<file path="config.mk">
export PLATFORM = sky130hd
export DESIGN_NAME = rbst_merge
export DESIGN_NICKNAME = d
export VERILOG_FILES = /design/src/rbst_pkg.sv /design/src/rbst_merge.sv
export SDC_FILE = /design/constraint.sdc
export NUM_CORES = 1
export LEC_CHECK = 0
export BUFFER_PORTS_ARGS = -buffer_cell sky130_fd_sc_hd__buf_2
export CORE_MARGIN = 8
export CORE_UTILIZATION = 47
export CTS_CLUSTER_DIAMETER = 120
export CTS_CLUSTER_SIZE = 12
export DETAILED_ROUTE_END_ITERATION = 12
export PLACE_DENSITY_LB_ADDON = 0.25
export SLEW_MARGIN = 10
export SYNTH_ARGS = -nofsm -noshare
export SYNTH_HDL_FRONTEND = slang
export SYNTH_SLANG_ARGS = --single-unit
</file>
<file path="constraint.sdc">
create_clock -name clock -period 6.2 [get_ports clock]
set_clock_uncertainty 0.2 [all_clocks]
set_input_delay 0.93 -clock clock [delete_from_list [all_inputs] [get_ports clock]]
set_output_delay 0.93 -clock clock [all_outputs]
set_load 0.1 [all_outputs]
</file>
<file path="src/rbst_pkg.sv">
// ----------------------------------------------------------------------------
// Ray box slab test package
// Shared widths, pipeline depth constants and the per-axis span type.
// ----------------------------------------------------------------------------
package rbst_pkg;

   localparam int Q_W        = 32;
   localparam int NUM_W      = 49;   // 33-bit offset magnitude scaled by 2^16
   localparam int DIV_STAGES = 32;   // one quotient bit per stage
   localparam int AXES       = 3;
   // Prep register, divider stages, clamp/order register, merge register.
   localparam int LATENCY    = DIV_STAGES + 3;

   localparam logic signed [Q_W-1:0] Q_MAX = {1'b0, {(Q_W-1){1'b1}}};
   localparam logic signed [Q_W-1:0] Q_MIN = {1'b1, {(Q_W-1){1'b0}}};

   typedef struct packed {
      logic signed [Q_W-1:0] near_t;
      logic signed [Q_W-1:0] far_t;
   } span_type;

endpackage

</file>
<file path="src/rbst_merge.sv">
// ----------------------------------------------------------------------------
// Span merge
// Takes the latest entry and earliest exit of the three lanes and forms hit.
// ----------------------------------------------------------------------------
module rbst_merge
   import rbst_pkg::*;
(
   input  logic                  clock,
   input  span_type              spans [AXES],
   output logic                  hit,
   output logic signed [Q_W-1:0] t_entry,
   output logic signed [Q_W-1:0] t_exit
);

   logic signed [Q_W-1:0] entry_in, exit_in;
   logic signed [Q_W-1:0] entry_ff, exit_ff;
   logic                  hit_ff;

   always_comb begin
      entry_in = Q_MIN;
      exit_in  = Q_MAX;
      for (int i = 0; i < AXES; i++) begin
         if (spans[i].near_t > entry_in) entry_in = spans[i].near_t;
         if (spans[i].far_t  < exit_in)  exit_in  = spans[i].far_t;
      end
   end

   always_ff @(posedge clock) begin
      entry_ff <= entry_in;
      exit_ff  <= exit_in;
      hit_ff   <= (entry_in <= exit_in) && !exit_in[Q_W-1];
   end

   assign hit     = hit_ff;
   assign t_entry = entry_ff;
   assign t_exit  = exit_ff;

endmodule

</file>
==> results.ini <==
[run_status]
status = finished with violations
violations = negative setup slack

[clocking]
htreeDepth = 3
clk_pin_slew_ns = 0.06
cts_tree = built
cts_hold_buf = 0
clock-root-buffer = clkbuf_16
clk_path_buf_depth = 2
cts_buffers = 9
clock_sinks = 65

[floorplanning]
die_h_um = 140
io_pins = 258
die_area_um2 = 19700
die_x_um = 140
initial_core_util_pct = 48.0
core_um2 = 15100
rows = 45

[power_and_ir_drop]
vdd_drop_max_mv = 0.230
power_density_nw_per_um2 = 300
p_leak_nw = 6.67

[timing]
finalSetupTns_ns = -0.439
rsz0062_at_grt = yes
hold_viol_final = 0
fin_crit_sh_pct = 107
finalSetupViolCount = 1
fmax_ghz = 0.151
relSlewSlack_pct = 65.5
finalCriticalPeriod_ns = 6.64
worst_pin_slew_ns = 0.520
timing.final.ws_setup_ns = -0.439
slew_viol_final = 0

[worst_setup_path]
arrival_ns = 6.71
worst-setup-path-type = input port to register
crit_path_end_kind = register
critPathMaxFanout = 11
startpoint_type = input port
cp_slowest_stage_delay_ns = 0.44
crit_slowest_cell = or4_4
timing.critical_path.required_ns = 6.27

[flow_run]
maxCapViolCount = 0

[drt]
drc_errors = 0
post_drt_wl_per_cell_um = 18.0
vias_per_cell = 5.32
drtPass1Iterations = 5
routed-via-count = 7981
drt_iter0_drc = 299
wl_um = 27000
ant_nets = 0

[synth]
synth.distinct_cells = 58
ys_ff_latch = 65
synth.net_count = 1150
yosysSeqAreaShare_pct = 17.9
syn_area_per_cell_um2 = 9.11
async_flop_share_pct = 0
yosysWarnings = 0
syn_area_um2 = 7280
ys.flop_type = dfxtp_1
syn_inst = 799
synth_edf_count = 0

[placed_design]
port_buffers = 257
routabilityCongestion = 0.923
dp_hpwl_um = 20700
post-place-ws_ns = -1.11
dp.cells = 1442

[worst_hold_path]
worstHoldPathType = input port to register
worstHoldEndpoint = t_exit[4]$_DFF_P_
hold_depth = 3
hp-start = spans[4]

[global_routing]
grt_overflow = 0
antenna_found_initial = 1
grt_pass1_vias = 8526
grt_max_degree = 16
grt_pass1_wl_um = 41500
grt.total_usage_pct = 26.1

[layout]
final_nets = 1658
syn_to_final_growth_pct = 65.8
final_cells = 1501
final_layout_size_suffix_gt1_share_pct = 52.3
final_util_pct = 79.7

==> metal layers <==
| metal | routed length, um | up-vias | track usage [%] |
|---|---|---|---|
| li1 | - | 3907 | - |
| met4 | 755 | 0 | 10.8 |
| met2 | 13700 | 292 | 47.4 |
| met1 | 10800 | 3724 | 29.4 |
| met3 | 1730 | 58 | 4.66 |
| met5 | 0 | - | 0 |
==> worst max-delay path, delay by kind of cell <==
kind                       cells  cell delay (ns)
muxes                          4             0.77
and+or+nand+nor                8             1.72
adders and majority gates      3             0.74
AOI/OAI and AO/OA             11             1.93
buffers and inverters          5             0.61
==> per-stage QoR <==
step,hold WS [ns],area (um^2),power [W]
finish,0.661,12100,0.00362
global route,0.661,12100,0.00380
CTS,0.649,11800,0.00353
detailed placement,0.995,10500,0.00277
global placement,0.996,10500,0.00274
floorplan,0.876,7490,0.00216
==> cells in the mapped netlist, drive strengths merged, types with 6 or more instances <==
master  instances  area share (%)
a211oi          9            0.93
o21ai          24             1.7
and3            6            0.52
nor2b           6            0.52
o21a            7            0.72
mux2i         128              18
inv           136             7.0
a21oi          34             2.3
nand2          21             1.1
nor2           25             1.3
nand3          13            0.89
buf            17             1.8
ha            158              27
nand4          29             2.5
a21o           25             2.6
mux2           35             6.9
nor3            7            0.48
dfxtp          65              18
==> power by group <==
group | internal, W | switching, W | leakage [nW]
Sequential | 0.000525 | 0.0000325 | 0.548
Combinational | 0.00102 | 0.00157 | 5.98
Clock | 0.000291 | 0.000187 | 0.139
==> sequential cells by signal, summed over array words and instances, names as in the netlist <==
register  cells
hit           1
t_entry      32
t_exit       32
==> final cells by class <==
type,instances,area (um^2)
Sequential cell,65,1300
Clock buffer,13,260
Antenna cell,1,2.50
Tap cell,188,235
Clock inverter,3,15.0
Timing Repair Buffer,515,3470
Fill cell,952,3080
Multi-Input combinational cell,580,6260
Inverter,136,523
==> how the worst max path moves through the flow <==
stage	slack, ns	start	endpoint
final	-0.44	spans[149]	hit$_DFF_P_
after global routing	-0.66	spans[65]	hit$_DFF_P_
after CTS	-0.33	spans[172]	hit$_DFF_P_
after detailed placement	-1.11	spans[172]	hit$_DFF_P_
after global placement	-0.98	spans[172]	hit$_DFF_P_
after floorplan	-0.22	spans[172]	hit$_DFF_P_
==> kinds of logic (layout without fill, tap and decap cells) <==
family,count (synthesis),after routing,synth area share (%)
multiplexers,163,163,24.5
AO/OA/AOI/OAI,134,135,12.6
buffers and inverters,155,667,8.94
other,0,1,0
flip-flops,65,65,17.9
AND/OR/NAND/NOR,124,124,8.93
adder cells (fa/ha/maj),158,158,27.2
==> layout by cell type (no fill, tap or decap), types with 4 or more instances in the layout <==
cell         n
a211oi_2     7
a21o_1      25
a21oi_1     24
a21oi_2     10
buf_12       9
buf_2      255
buf_4      232
buf_6       14
clkbuf_16    9
dfxtp_1     65
ha_1       139
ha_4        17
inv_1      133
mux2_2       7
mux2_4      28
mux2i_1     89
mux2i_2     14
mux2i_4     25
nand2_1     18
nand2b_1     4
nand3_1     13
nand4_1     29
nor2_1      20
nor2b_1      6
nor3_1       6
o21a_1       7
o21ai_0     12
o21ai_1      8
o21ai_2      4
==> timing repair <==
item,4_1_cts,5_1_grt
gates resized for setup,117,53
buffers inserted,33,6
pin swaps,47,31
setup endpoints to repair,1,1
cloned,4,0
No activity file was read; power rests on OpenSTA's default activity.
